`src/rtl/lrg_pkg.sv`:
```
// Shared types and constants of the line raster generator.
// Used by the channel interfaces and by every RTL module; depends on nothing.
package lrg_pkg;

    localparam int COORD_BITS    = 12;
    localparam int SCREEN_WIDTH  = 320;
    localparam int SCREEN_HEIGHT = 200;

    localparam int COORD_W = COORD_BITS;
    localparam int DELTA_W = COORD_BITS + 1;
    localparam int ERR_W   = COORD_BITS + 3;
    localparam int COLOR_W = 8;
    localparam int ADDR_W  = 16;

    // action codes
    localparam logic ACT_START = 1'b0;
    localparam logic ACT_STEP  = 1'b1;

    typedef struct packed {
        logic                       action;
        logic signed [COORD_W-1:0]  start_x;
        logic signed [COORD_W-1:0]  start_y;
        logic signed [COORD_W-1:0]  end_x_in;
        logic signed [COORD_W-1:0]  end_y_in;
        logic        [COLOR_W-1:0]  pen_color;
    } t_line_cmd;

    typedef struct packed {
        logic                       write_enable;
        logic        [ADDR_W-1:0]   pixel_address;
        logic        [COLOR_W-1:0]  pixel_color;
        logic                       last;
    } t_pixel;

    typedef struct packed {
        logic                       active;
        logic signed [COORD_W-1:0]  cur_x;
        logic signed [COORD_W-1:0]  cur_y;
        logic signed [COORD_W-1:0]  goal_x;
        logic signed [COORD_W-1:0]  goal_y;
        logic        [DELTA_W-1:0]  delta_x;
        logic        [DELTA_W-1:0]  delta_y;
        logic                       step_x_neg;
        logic                       step_y_neg;
        logic signed [ERR_W-1:0]    error_term;
        logic        [COLOR_W-1:0]  line_color;
    } t_line_state;

endpackage

```
`src/rtl/lrg_if.sv`:
```
// Valid/ready channel interfaces for line commands and pixel results.
// Depends on lrg_pkg for the payload types.
interface lrg_cmd_if import lrg_pkg::*; ();
    logic      valid;
    logic      ready;
    t_line_cmd payload;

    modport source (output valid, output payload, input ready);
    modport sink   (input valid, input payload, output ready);
endinterface

interface lrg_pix_if import lrg_pkg::*; ();
    logic   valid;
    logic   ready;
    t_pixel payload;

    modport source (output valid, output payload, input ready);
    modport sink   (input valid, input payload, output ready);
endinterface

```
`src/rtl/lrg_setup.sv`:
```
// Line setup: endpoint deltas, step directions and initial error term.
// Depends on lrg_pkg.
module lrg_setup import lrg_pkg::*; (
    input  t_line_cmd   i_cmd,
    output t_line_state o_line
);

    logic signed [DELTA_W-1:0] x1;
    logic signed [DELTA_W-1:0] y1;
    logic signed [DELTA_W-1:0] x2;
    logic signed [DELTA_W-1:0] y2;
    logic                      x_lt;
    logic                      y_lt;
    logic        [DELTA_W-1:0] dx;
    logic        [DELTA_W-1:0] dy;
    logic signed [ERR_W-1:0]   half_dx;
    logic signed [ERR_W-1:0]   half_dy;

    assign x1 = DELTA_W'(i_cmd.start_x);
    assign y1 = DELTA_W'(i_cmd.start_y);
    assign x2 = DELTA_W'(i_cmd.end_x_in);
    assign y2 = DELTA_W'(i_cmd.end_y_in);

    assign x_lt = x1 < x2;
    assign y_lt = y1 < y2;

    assign dx = x_lt ? DELTA_W'(x2 - x1) : DELTA_W'(x1 - x2);
    assign dy = y_lt ? DELTA_W'(y2 - y1) : DELTA_W'(y1 - y2);

    // deltas are non-negative, so a shift halves toward zero
    assign half_dx = $signed(ERR_W'(dx >> 1));
    assign half_dy = $signed(ERR_W'(dy >> 1));

    always_comb begin
        o_line.active     = 1'b1;
        o_line.cur_x      = i_cmd.start_x;
        o_line.cur_y      = i_cmd.start_y;
        o_line.goal_x     = i_cmd.end_x_in;
        o_line.goal_y     = i_cmd.end_y_in;
        o_line.delta_x    = dx;
        o_line.delta_y    = dy;
        o_line.step_x_neg = !x_lt;
        o_line.step_y_neg = !y_lt;
        o_line.error_term = (dx > dy) ? half_dx : -half_dy;
        o_line.line_color = i_cmd.pen_color;
    end

endmodule

```
`src/rtl/lrg_step.sv`:
```
// Pixel step: clip test and address of the current pixel, then one
// Bresenham advance. Depends on lrg_pkg.
module lrg_step import lrg_pkg::*; (
    input  t_line_state i_line,
    output t_pixel      o_pix,
    output t_line_state o_next
);

    logic                    on_screen;
    logic                    fin;
    logic [31:0]             row_base;
    logic [31:0]             addr_sum;
    logic signed [ERR_W-1:0] dx_s;
    logic signed [ERR_W-1:0] dy_s;
    logic signed [ERR_W-1:0] e2;
    logic                    move_x;
    logic                    move_y;

    assign on_screen = (int'(i_line.cur_x) >= 0) && (int'(i_line.cur_x) < SCREEN_WIDTH) &&
                       (int'(i_line.cur_y) >= 0) && (int'(i_line.cur_y) < SCREEN_HEIGHT);
    assign fin = (i_line.cur_x == i_line.goal_x) && (i_line.cur_y == i_line.goal_y);

    // coordinates are non-negative whenever the address is used
    assign row_base = 32'(unsigned'(i_line.cur_y)) * 32'(SCREEN_WIDTH);
    assign addr_sum = row_base + 32'(unsigned'(i_line.cur_x));

    assign dx_s   = $signed(ERR_W'(i_line.delta_x));
    assign dy_s   = $signed(ERR_W'(i_line.delta_y));
    assign e2     = i_line.error_term;
    assign move_x = e2 > -dx_s;
    assign move_y = e2 < dy_s;

    always_comb begin
        o_pix.write_enable  = on_screen;
        o_pix.pixel_address = on_screen ? addr_sum[ADDR_W-1:0] : '0;
        o_pix.pixel_color   = i_line.line_color;
        o_pix.last          = fin;
    end

    always_comb begin
        o_next = i_line;
        if (fin) begin
            o_next.active = 1'b0;
        end else begin
            o_next.error_term = e2 - (move_x ? dy_s : '0) + (move_y ? dx_s : '0);
            if (move_x) begin
                o_next.cur_x = i_line.step_x_neg ? i_line.cur_x - COORD_W'(1)
                                                 : i_line.cur_x + COORD_W'(1);
            end
            if (move_y) begin
                o_next.cur_y = i_line.step_y_neg ? i_line.cur_y - COORD_W'(1)
                                                 : i_line.cur_y + COORD_W'(1);
            end
        end
    end

endmodule

```
`src/rtl/line_raster_generator_core.sv`:
```
// Line raster generator top level: command register, line state, pixel register.
// An accepted step command is held in the command register; its pixel is then registered in the pixel register.
// Throughput: one command per cycle while no pixel waits; a pixel-emitting step stalls while the pixel output is held.
// A start command yields no pixel; a step with no active line is dropped.
// Synchronous active-low reset clears the line state and both valid flags.
module line_raster_generator_core import lrg_pkg::*; (
    input  logic     i_clk,
    input  logic     i_rst_n,
    lrg_cmd_if.sink  i_cmd,
    lrg_pix_if.source o_pix
);

    logic        r_cmd_vld;
    logic        n_cmd_vld;
    t_line_cmd   r_cmd;
    t_line_state r_line;
    t_line_state n_line;
    logic        r_out_vld;
    logic        n_out_vld;
    t_pixel      r_out;

    t_line_state setup_line;
    t_line_state step_line;
    t_pixel      step_pix;

    logic        emit;
    logic        out_free;
    logic        go;

    lrg_setup u_setup (
        .i_cmd  (r_cmd),
        .o_line (setup_line)
    );

    lrg_step u_step (
        .i_line (r_line),
        .o_pix  (step_pix),
        .o_next (step_line)
    );

    assign emit     = (r_cmd.action == ACT_STEP) && r_line.active;
    assign out_free = !r_out_vld || o_pix.ready;
    assign go       = r_cmd_vld && (!emit || out_free);

    assign i_cmd.ready   = !r_cmd_vld || go;
    assign o_pix.valid   = r_out_vld;
    assign o_pix.payload = r_out;

    always_comb begin
        n_line = r_line;
        if (go) begin
            if (r_cmd.action == ACT_START) begin
                n_line = setup_line;
            end else if (emit) begin
                n_line = step_line;
            end
        end
    end

    assign n_cmd_vld = i_cmd.ready ? i_cmd.valid : r_cmd_vld;
    assign n_out_vld = (go && emit) ? 1'b1 : (o_pix.ready ? 1'b0 : r_out_vld);

    always_ff @(posedge i_clk) begin
        if (!i_rst_n) begin
            r_cmd_vld <= 1'b0;
            r_out_vld <= 1'b0;
            r_line    <= '0;
        end else begin
            r_cmd_vld <= n_cmd_vld;
            r_out_vld <= n_out_vld;
            r_line    <= n_line;
        end
    end

    // payload registers: load on transfer only
    always_ff @(posedge i_clk) begin
        if (i_cmd.ready && i_cmd.valid) begin
            r_cmd <= i_cmd.payload;
        end
        if (go && emit) begin
            r_out <= step_pix;
        end
    end

endmodule
```
`src/flat_wrapper.sv`:
```
// flat-port wrapper written by rule: the top's interface ports become plain ports
module line_raster_generator_core_flat import lrg_pkg::*;
  (i_clk, i_rst_n, i_cmd_valid, i_cmd_payload, i_cmd_ready, o_pix_valid, o_pix_payload, o_pix_ready);
  lrg_cmd_if i_cmd_i ();
  lrg_pix_if o_pix_i ();
  input  logic i_clk;
  input  logic i_rst_n;
  input wire logic [$bits(i_cmd_i.valid)-1:0] i_cmd_valid;
  input wire logic [$bits(i_cmd_i.payload)-1:0] i_cmd_payload;
  output wire logic [$bits(i_cmd_i.ready)-1:0] i_cmd_ready;
  output wire logic [$bits(o_pix_i.valid)-1:0] o_pix_valid;
  output wire logic [$bits(o_pix_i.payload)-1:0] o_pix_payload;
  input wire logic [$bits(o_pix_i.ready)-1:0] o_pix_ready;
  assign i_cmd_i.valid = i_cmd_valid;
  assign i_cmd_i.payload = i_cmd_payload;
  assign i_cmd_ready = i_cmd_i.ready;
  assign o_pix_valid = o_pix_i.valid;
  assign o_pix_payload = o_pix_i.payload;
  assign o_pix_i.ready = o_pix_ready;
  line_raster_generator_core u_core (.i_clk(i_clk), .i_rst_n(i_rst_n), .i_cmd(i_cmd_i), .o_pix(o_pix_i));
endmodule
```
`config.mk`:
```
export PLATFORM = sky130hd
export DESIGN_NAME = line_raster_generator_core_flat
export DESIGN_NICKNAME = d
export VERILOG_FILES = /design/src/rtl/lrg_pkg.sv /design/src/rtl/lrg_if.sv /design/src/rtl/lrg_setup.sv /design/src/rtl/lrg_step.sv /design/src/rtl/line_raster_generator_core.sv /design/src/flat_wrapper.sv
export SDC_FILE = /design/constraint.sdc
export NUM_CORES = 1
export LEC_CHECK = 0
export ABC_CLOCK_PERIOD_IN_PS = 5500
export BUFFER_PORTS_ARGS = -buffer_cell sky130_fd_sc_hd__buf_2
export CORE_ASPECT_RATIO = 0.9
export CORE_MARGIN = 2
export CORE_UTILIZATION = 57
export DETAILED_ROUTE_END_ITERATION = 8
export PLACE_DENSITY = 0.78
export SETUP_SLACK_MARGIN = 0.02
export SLEW_MARGIN = 20
export SYNTH_ARGS = -nofsm -noshare
export SYNTH_HDL_FRONTEND = slang
export SYNTH_HIERARCHICAL = 1
export SYNTH_SLANG_ARGS = --single-unit
```
`constraint.sdc`:
```
create_clock -name i_clk -period 5.5 [get_ports i_clk]
set_clock_uncertainty 0.1 [all_clocks]
set_input_delay 0.275 -clock i_clk [delete_from_list [all_inputs] [get_ports i_clk]]
set_output_delay 0.275 -clock i_clk [all_outputs]
set_load 0.1 [all_outputs]
```
==> results of run 1 <==
## synth_stat cells, types with 5 or more instances
cell      number  area share
ha_1         141        0.11
fa_1          21       0.027
or4_1          7      0.0034
buf_2         20      0.0065
nor2b_1       28       0.011
o21ai_2        5      0.0028
mux2_2         9      0.0066
nor3_1        18      0.0059
nor2_1        62       0.015
clkbuf_1      27      0.0066
o221a_1       98       0.072
dfxtp_1      102        0.13
and3_1         7      0.0028
a211oi_1       5      0.0024
o21a_1       113       0.055
edfxtp_1      83        0.16
mux2i_1       17       0.011
buf_4        135       0.066
a21boi_0       7      0.0034
mux2_4         7      0.0068
nand2b_1      12      0.0049
o31ai_1        6      0.0029
xnor2_1       68       0.039
o21ai_0       41       0.013
and2_1        27       0.011
o21bai_1       8      0.0039
nand2_1       72       0.018
nand4_1       13      0.0053
nand3_1       17      0.0055
nor4_1         8      0.0033
a21oi_1       74       0.024
a211o_1        9      0.0051
or3_1          6      0.0024
a21o_1        44       0.021
a31oi_1       10      0.0041
xor2_1        33       0.019
inv_1        163       0.040
buf_6         10      0.0073
## what timing repair did
item | in CTS | in global routing
setup endpoints to repair | 6 | 15
endpoints found under the hold margin | 58 | 0
setup buffers | 5 | 23
gates cloned | 0 | 2
pin swaps | 4 | 29
gates resized for setup | 3 | 66
hold buffers | 58 | 0
## critical path, cell delays in order (launching register included)
cell	delay, ns
dfxtp_1	0.34
nor4_4	0.30
nand2_1	0.13
buf_4	0.18
nor3_1	0.22
xor2_1	0.25
ha_1	0.29
nand4_1	0.17
nor3_2	0.07
a21boi_2	0.17
or4_4	0.43
o211a_4	0.26
and2_4	0.16
fa_2	0.58
inv_2	0.05
ha_4	0.22
a21o_1	0.17
a21oi_2	0.17
o21a_1	0.22
o21bai_2	0.09
a21o_1	0.21
a221oi_2	0.26
nor4b_1	0.09
or3_1	0.37
o221a_1	0.25
## metal layers
layer / global-route usage / vias to the layer above
met1: 0.375 / 6026
met5: 0 / -
met3: 0.0633 / 75
li1: - / 5865
met2: 0.434 / 429
met4: 0.0939 / 0
## sequential cells by signal, summed over array words and instances (netlist names)
name,cells
u_core/r_line,100
u_core/r_cmd_vld,1
u_core/r_cmd,57
u_core/o_pix.payload,26
u_core/o_pix.valid,1
## worst max-delay path by stage
stage | from | to | slack [ns] | cells past startpoint
after floorplan | u_core/r_line[47] | u_core/r_line[21] | -0.002 | 22
after global placement | u_core/r_line[47] | u_core/r_line[21] | -0.15 | 22
after detailed placement | u_core/r_line[47] | u_core/r_line[21] | -0.25 | 22
after CTS | u_core/r_line[47] | u_core/r_line[21] | -0.22 | 22
after global routing | u_core/r_line[42] | u_core/r_line[21] | -0.65 | 24
final | u_core/r_line[42] | u_core/r_line[21] | -0.38 | 24
## power by group through the flow
stage,Combinational (mW),Clock (mW),Sequential (mW)
after global placement,2.42,0,1.67
after CTS,2.56,1.37,1.64
final,2.91,1.37,1.64
after floorplan,1.89,0,1.64
after global routing,3.15,1.43,1.65
after detailed placement,2.47,0,1.67
## through the flow
step           setup TNS [ns]   util  power [mW]  cell area (sq um)
4_1_cts                -0.720  0.629        5.57              16800
5_1_grt                 -3.83  0.649        6.22              17400
3_5_place_dp           -0.868  0.582        4.14              15600
3_3_place_gp           -0.310  0.582        4.08              15600
6_report                -1.62  0.649        5.92              17400
2_1_floorplan        -0.00179      -        3.52              15400
## cell type report
class                   count  area share
clock inverters            10     0.00952
clock buffers              22      0.0274
multi-input cells        1082       0.533
inverters                 165      0.0357
flip-flops and latches    185       0.261
well taps                 354      0.0255
repair buffers            252       0.108
## cell families (layout without fill, tap and decap cells)
family                   count (synthesis)  after routing
buffers and inverters                  359            449
adder cells (fa/ha/maj)                162            162
flip-flops                             185            185
multiplexers                            35             35
AND/OR/NAND/NOR                        309            309
other                                    1              1
XOR/XNOR                               102            102
AO/OA/AOI/OAI                          472            473
==> summary.md, run 1 <==
| Metric | Value |
|---|---|
| Result of the run | `finished with violations` |
| Violations in the final reports | `setup timing` |
| Max-Slew Margin vs Limit | `0.217` |
| Total length of routed wires | `40100 microns` |
| Total internal power | `3.74 mW` |
| Remaining Overflow, GRT | `0` |
| Maximum VDD drop | `~0.28 mV` |
| Avg Cell Area, Syn | `~9.5 sq um` |
| Flops & latches, synth | `185` |
| HP Class | `in -> reg` |
| Number of buffers on the longest clock path | `2` |
| Prevailing post-synth register cell | `dfxtp_1` |
| Synthesized netlist net count | `1848` |
| Proportion of layout cells with a drive suffix above 1 | `0.202` |
| Final antenna-violating net count | `0` |
| Final Hold Violating Endpoints | `0` |
| Clock transition time at the flip-flop clock pins of the worst setup and hold paths | `0.07 ns` |
| Switching power total | `between 2 and 2.5 mW` |
| Final critical-path required period | `approximately 5.9 ns` |
| Maximum number of pins on one net before global-route repair | `100` |
| Number of global-route vias before repair | `11900` |
| CP Class | `reg -> reg` |
| DRT met1 WL | `18100 microns` |
| Worst setup SP type | `flop` |
| Maximum fanout along the worst path | `4` |
| Fraction of power consumed by combinational cells | `0.492` |
| Number of synthesized flops with an enable pin | `83` |
| Pre-CTS worst setup slack | `-0.251 ns` |
| WL per Instance | `19.4 microns` |
| Die area | `28300 sq um` |
| Cell count of the worst hold path | `2` |
| Proportion of synthesized flip-flops having asynchronous set or reset | `0` |
| Post-route fraction of the period consumed by the critical path | `1.07` |
| Startpoint of the most critical hold path | `i_rst_n` |
| Largest family of logic cells by synthesized area | `compound AO/OA/AOI/OAI gates` |
| Uppermost signal routing layer after detailed routing | `met4` |
| Area fraction in and, or, nand and nor cells after synthesis | `0.108` |
| HPWL reported at the end of detailed placement | `27200 microns` |
| Reg2reg path depth | `24` |
| Fillers | `2112` |
| Register-to-Register Setup Slack | `-0.38 ns` |
| Initial cell density of the core | `0.575` |
| Cell count after synthesis | `1625` |
| Type of element capturing the critical path | `flop` |
| Layout overhead on the synthesized area | `12.8%` |
| Ys Warns | `6` |
| Antenna Diode Count | `0` |
| CTS tree | `done` |
| RSZ-0062 raised after global routing | `yes` |
| Reg-to-Reg End | `u_core/r_line[21]` |
| Post-synthesis adder-cell area fraction | `0.142` |
| Required time reported for the critical path endpoint | `5.74 ns` |
| Slew of the pin with the lowest slew margin | `1.17 ns` |
| Height of the chip | `about 160 microns` |
| Max Transition Viols Final | `0` |
| Xor and xnor area share after synthesis | `0.0586` |
| GPL Wtd Cong | `around 0.94` |
| Fraction of the mapped netlist area in compound gates | `0.243` |
| Post-placement cell count | `1950` |
| Via-to-Cell Ratio | `5.99` |
| Total CTS buffers | `17` |
| Seq/Total Area, Yosys | `0.295` |
| Number of I/O port buffers | `88` |
| Met2 wire length | `~18000 microns` |
| Max Cap Viol | `0` |
| Number of antenna violations at the first check in global routing | `0` |
| Io pins | `89` |
| Post-synthesis instance area | `15400 sq um` |
| Least setup slack across all paths after layout | `-0.378 ns` |
| FF/Latch Area | `4540 sq um` |
| Die width | `177 microns` |
| Total number of nets in the final design | `1926` |
| Total leakage power | `7.64 nW` |
| Placeable core region | `~27000 sq um` |
| First-pass GRT wire length | `around 62000 microns` |
| Number of DRC markers after the initial detailed-route iteration | `1055` |
| Number of setup violations in the final report | `8` |
| Post-route DRC | `0` |
| Worst-Skew Late Latency | `0.45 ns` |
| Met3 wire len | `between 2000 and 3000 microns` |
| GRT Util Overall | `0.277` |
| Core Rows | `57` |
| Multiplexer share of the synthesized area | `0.0263` |
| Count of different cell masters after synthesis | `95` |
| Total number of vias | `around 12000` |
| Footprint of the multi-input gates | `a little over 9000 sq um` |
| Arrival time of data at the critical path endpoint | `slightly above 6 ns` |
| Final-layout worst hold slack | `0.160 ns` |
| Share of power burned in the clock network | `0.231` |
| Endpoint of the worst hold path | `u_core/r_cmd_vld` |
| Total power per unit cell area | `between 300 and 400 nW/um^2` |
| Worst flop-to-flop path startpoint | `u_core/r_line[42]` |
| Most common library cell in the layout ignoring fill and taps | `inv_1` |
| Seq pwr share | `0.277` |
| CTS H-Tree Depth | `4` |
| Commonest non-fill, non-tap cells in the layout | `inv_1 (159), ha_1 (128), o21a_1 (113)` |
| Count of TritonRoute iterations in the first routing pass | `6` |
| Switching share of power | `0.369` |
| Maximum clock rate | `170 MHz` |
| Clock sink count | `185` |
| Root buffer selected by CTS | `clkbuf_16` |
| Number of cells in the finished layout apart from fillers | `2070` |
Note: power is estimated with default switching activity, not from simulation.
==> inputs of run 2 (changes only) <==
ABC_CLOCK_PERIOD_IN_PS = 7550   (was 5500)
CORE_UTILIZATION = 65   (was 57)
PLACE_DENSITY = 0.84   (was 0.78)
REMOVE_ABC_BUFFERS = 1   (was default)
clock period = 7.55 ns   (was 5.5 ns; I/O delays follow)
==> run 2 against run 1 <==
  * The flow now finishes without violations
  * Cell area fell by 8.0%
  * Combinational power fell by 43%
  * Sequential cell count did not move
  * Final cell count fell by 8.2%
  * Sequential share of layout area rose by 2.3 points
  * Die area fell by 12%
  * Critical path depth fell by 1
  * Via count fell by 5.3%
==> summary.md, run 2 (same netlist as run 1, synthesis figures left out) <==
| Metric | Value |
|---|---|
| Result of the run | `completed (was finished with violations)` |
| Final Cell Area | `16000 sq um (was 17400 sq um)` |
| CP cell instances | `nor4_1 -> nand2_1 -> nor4_1 -> xor2_1 -> ha_1 -> nand4_1 -> nor3_1 -> a21boi_1 -> or4_1 -> o211a_4 -> and2_1 -> fa_1 -> inv_1 -> ha_1 -> a21o_1 -> a21oi_1 -> o21a_1 -> o21bai_1 -> a21o_1 -> a221oi_2 -> nor4b_1 -> or3_1 -> o221a_1 (was nor4_4 -> nand2_1 -> buf_4 -> nor3_1 -> xor2_1 -> ha_1 -> nand4_1 -> nor3_2 -> a21boi_2 -> or4_4 -> o211a_4 -> and2_4 -> fa_2 -> inv_2 -> ha_4 -> a21o_1 -> a21oi_2 -> o21a_1 -> o21bai_2 -> a21o_1 -> a221oi_2 -> nor4b_1 -> or3_1 -> o221a_1)` |
| Slowest stage cell, crit path | `fa_1 (was fa_2)` |
| Fraction of power consumed by combinational cells | `0.437 (was 0.492)` |
| Maximum VDD drop | `0.134 mV (was 0.276 mV)` |
| Die width | `166 microns (was 177 microns)` |
| Commonest non-fill, non-tap cells in the layout | `inv_1 (163), ha_1 (141), o21a_1 (113) (was inv_1 (159), ha_1 (128), o21a_1 (113))` |
| Io pins | `89 (unchanged)` |
| Cell count of the worst hold path | `1 (was 2)` |
| Total power per unit cell area | `239 nW/um^2 (was 341 nW/um^2)` |
| Post-placement cell count | `1829 (was 1950)` |
| Switching power total | `1.50 mW (was 2.18 mW)` |
| Pre-CTS worst setup slack | `1.33 ns (was -0.251 ns)` |
| Seq pwr share | `0.315 (was 0.277)` |
| Total number of nets in the final design | `1808 (was 1926)` |
| Number of buffers on the longest clock path | `2 (unchanged)` |
| Required time reported for the critical path endpoint | `7.78 ns (was 5.74 ns)` |
| Worst setup SP type | `flop (unchanged)` |
| DRT met1 WL | `16200 microns (was 18100 microns)` |
| Total number of vias | `11700 (was 12400)` |
| WL per Instance | `19.3 microns (was 19.4 microns)` |
| Number of setup violations in the final report | `0 (was 8)` |
| Arrival time of data at the critical path endpoint | `6.48 ns (was 6.11 ns)` |
| HP Class | `in -> reg (unchanged)` |
| CTS tree | `done (unchanged)` |
| Met2 wire length | `17000 microns (was 18200 microns)` |
| Clock transition time at the flip-flop clock pins of the worst setup and hold paths | `0.08 ns (was 0.07 ns)` |
| Most flops, register | `u_core/r_line (unchanged)` |
| Setup_tns | `0 ns (was -1.62 ns)` |
| Clock sink count | `185 (unchanged)` |
| Switching share of power | `0.394 (was 0.369)` |
| Instance area after placement | `14900 sq um (was 15600 sq um)` |
| Antenna Diode Count | `0 (unchanged)` |
| Overall power consumption | `3.81 mW (was 5.92 mW)` |
| GPL Wtd Cong | `0.906 (was 0.945)` |
| Die area | `24900 sq um (was 28300 sq um)` |
| Core Rows | `53 (was 57)` |
| Remaining Overflow, GRT | `0 (unchanged)` |
| Largest register FFs | `100 (unchanged)` |
| Total leakage power | `7.00 nW (was 7.64 nW)` |
| Max Cap Viol | `0 (unchanged)` |
| Number of cells in the finished layout apart from fillers | `1900 (was 2070)` |
| Reg2reg path depth | `23 (was 24)` |
| GRT Util Overall | `0.292 (was 0.277)` |
| Met3 wire len | `2320 microns (was 2650 microns)` |
| Share of power burned in the clock network | `0.248 (was 0.231)` |
| Register-to-Register Setup Slack | `1.29 ns (was -0.38 ns)` |
| Placeable core region | `23300 sq um (was 26700 sq um)` |
| Maximum number of pins on one net before global-route repair | `103 (was 100)` |
| Initial cell density of the core | `0.661 (was 0.575)` |
| Count of TritonRoute iterations in the first routing pass | `5 (was 6)` |
| Final antenna-violating net count | `0 (unchanged)` |
| Reg-to-Reg End | `u_core/r_line[21] (unchanged)` |
| Number of global-route vias before repair | `11300 (was 11900)` |
| Post-route fraction of the period consumed by the critical path | `0.829 (was 1.07)` |
| RSZ-0062 raised after global routing | `no (was yes)` |
| Max-Slew Margin vs Limit | `0.257 (was 0.217)` |
| Final critical-path required period | `6.26 ns (was 5.88 ns)` |
| Worst flop-to-flop path startpoint | `u_core/r_line[42] (unchanged)` |
| Post-route DRC | `0 (unchanged)` |
| First-pass GRT wire length | `58300 microns (was 62100 microns)` |
| Count of cells resized by post-cts repair | `0 (was 3)` |
| Slowest Stage Delay on Critical Path | `0.55 ns (was 0.58 ns)` |
| Slew of the pin with the lowest slew margin | `1.11 ns (was 1.17 ns)` |
| Endpoint of the worst hold path | `u_core/r_cmd[3] (was u_core/r_cmd_vld)` |
| HPWL reported at the end of detailed placement | `25800 microns (was 27200 microns)` |
| Via-to-Cell Ratio | `6.18 (was 5.99)` |
| Most common library cell in the layout ignoring fill and taps | `inv_1 (unchanged)` |
| Maximum fanout along the worst path | `14 (was 4)` |
| Total internal power | `2.31 mW (was 3.74 mW)` |
| Number of antenna violations at the first check in global routing | `0 (unchanged)` |
| Least setup slack across all paths after layout | `1.29 ns (was -0.378 ns)` |
| Type of element capturing the critical path | `flop (unchanged)` |
| Worst-Skew Late Latency | `0.44 ns (was 0.45 ns)` |
| CTS H-Tree Depth | `4 (unchanged)` |
| Height of the chip | `150 microns (was 160 microns)` |
| Root buffer selected by CTS | `clkbuf_16 (unchanged)` |
| Layout overhead on the synthesized area | `3.80% (was 12.8%)` |
| Final Hold Violating Endpoints | `0 (unchanged)` |
| Number of DRC markers after the initial detailed-route iteration | `1004 (was 1055)` |
| Total CTS buffers | `17 (unchanged)` |
| Maximum clock rate | `160 MHz (was 170 MHz)` |
| Number of I/O port buffers | `88 (unchanged)` |
| Proportion of layout cells with a drive suffix above 1 | `0.120 (was 0.202)` |
| Total length of routed wires | `36600 microns (was 40100 microns)` |
| Startpoint of the most critical hold path | `i_cmd_payload[3] (was i_rst_n)` |
| Uppermost signal routing layer after detailed routing | `met4 (unchanged)` |
| CP Class | `reg -> reg (unchanged)` |
| Max Transition Viols Final | `0 (unchanged)` |
run 2: cell count changes in the layout (fill, tap and decap cells not counted), moves of 5 or more:
cell | before | now
and2_1 | 21 | 26
ha_2 | 5 | 0
and2_4 | 6 | 1
buf_4 | 100 | 9
ha_1 | 128 | 141
ha_4 | 8 | 0
a21oi_2 | 12 | 3
o21ai_0 | 35 | 41
dlygate4sd3_1 | 58 | 39
a21oi_1 | 65 | 74
run 2: final cells by class:
class,count,area (sq um)
multi-input cells,1081,8920
well taps,302,378
flip-flops and latches,185,4530
fillers,1777,7310
clock buffers,17,425
clock inverters,15,200
inverters,165,619
repair buffers,135,893
run 2: metrics by stage:
stage	util	hold slack (ns)
finish	0.686	0.0127
global route	0.686	0.000233
CTS	0.683	0.000114
detailed placement	0.642	0.342
global placement	0.642	0.338
floorplan	-	0.332
run 2: power by group through the flow:
stage,combinational (mW),sequential (mW),clock (mW)
2_1_floorplan,1.24,1.19,0
3_3_place_gp,1.55,1.22,0
3_5_place_dp,1.60,1.22,0
4_1_cts,1.62,1.20,0.957
5_1_grt,1.82,1.21,0.995
6_report,1.66,1.20,0.946
run 2: worst max-delay path, delay by kind of cell, from the launching register on:
| kind | cells | cell delay, ns |
|---|---|---|
| and+or+nand+nor | 9 | 2.35 |
| DFF | 1 | 0.36 |
| adders and majority gates | 3 | 1.11 |
| AOI/OAI and AO/OA | 9 | 1.93 |
| xor gates and xnor gates | 1 | 0.22 |
| buffers and inverters | 1 | 0.06 |
run 2: worst max path at each step:
| stage | end | cells after the start | start | slack, ns |
|---|---|---|---|---|
| after floorplan | u_core/r_line[21] | 22 | u_core/r_line[46] | 1.75 |
| after global placement | u_core/r_line[21] | 22 | u_core/r_line[46] | 1.48 |
| after detailed placement | u_core/r_line[21] | 22 | u_core/r_line[46] | 1.33 |
| after CTS | u_core/r_line[21] | 22 | u_core/r_line[46] | 1.30 |
| after global routing | u_core/r_line[21] | 23 | u_core/r_line[42] | 0.95 |
| final | u_core/r_line[21] | 23 | u_core/r_line[42] | 1.29 |
run 2: metal layers:
metal / up-vias / GRT usage
li1: 5626 / -
met5: - / 0
met4: 0 / 0.105
met3: 71 / 0.0447
met2: 454 / 0.482
met1: 5591 / 0.391
run 2: timing repair:
| action | 4_1_cts | 5_1_grt |
|---|---|---|
| hold buffers | 32 | 7 |
| endpoints found under the hold margin | 32 | 7 |
| buffers inserted | 0 | 0 |
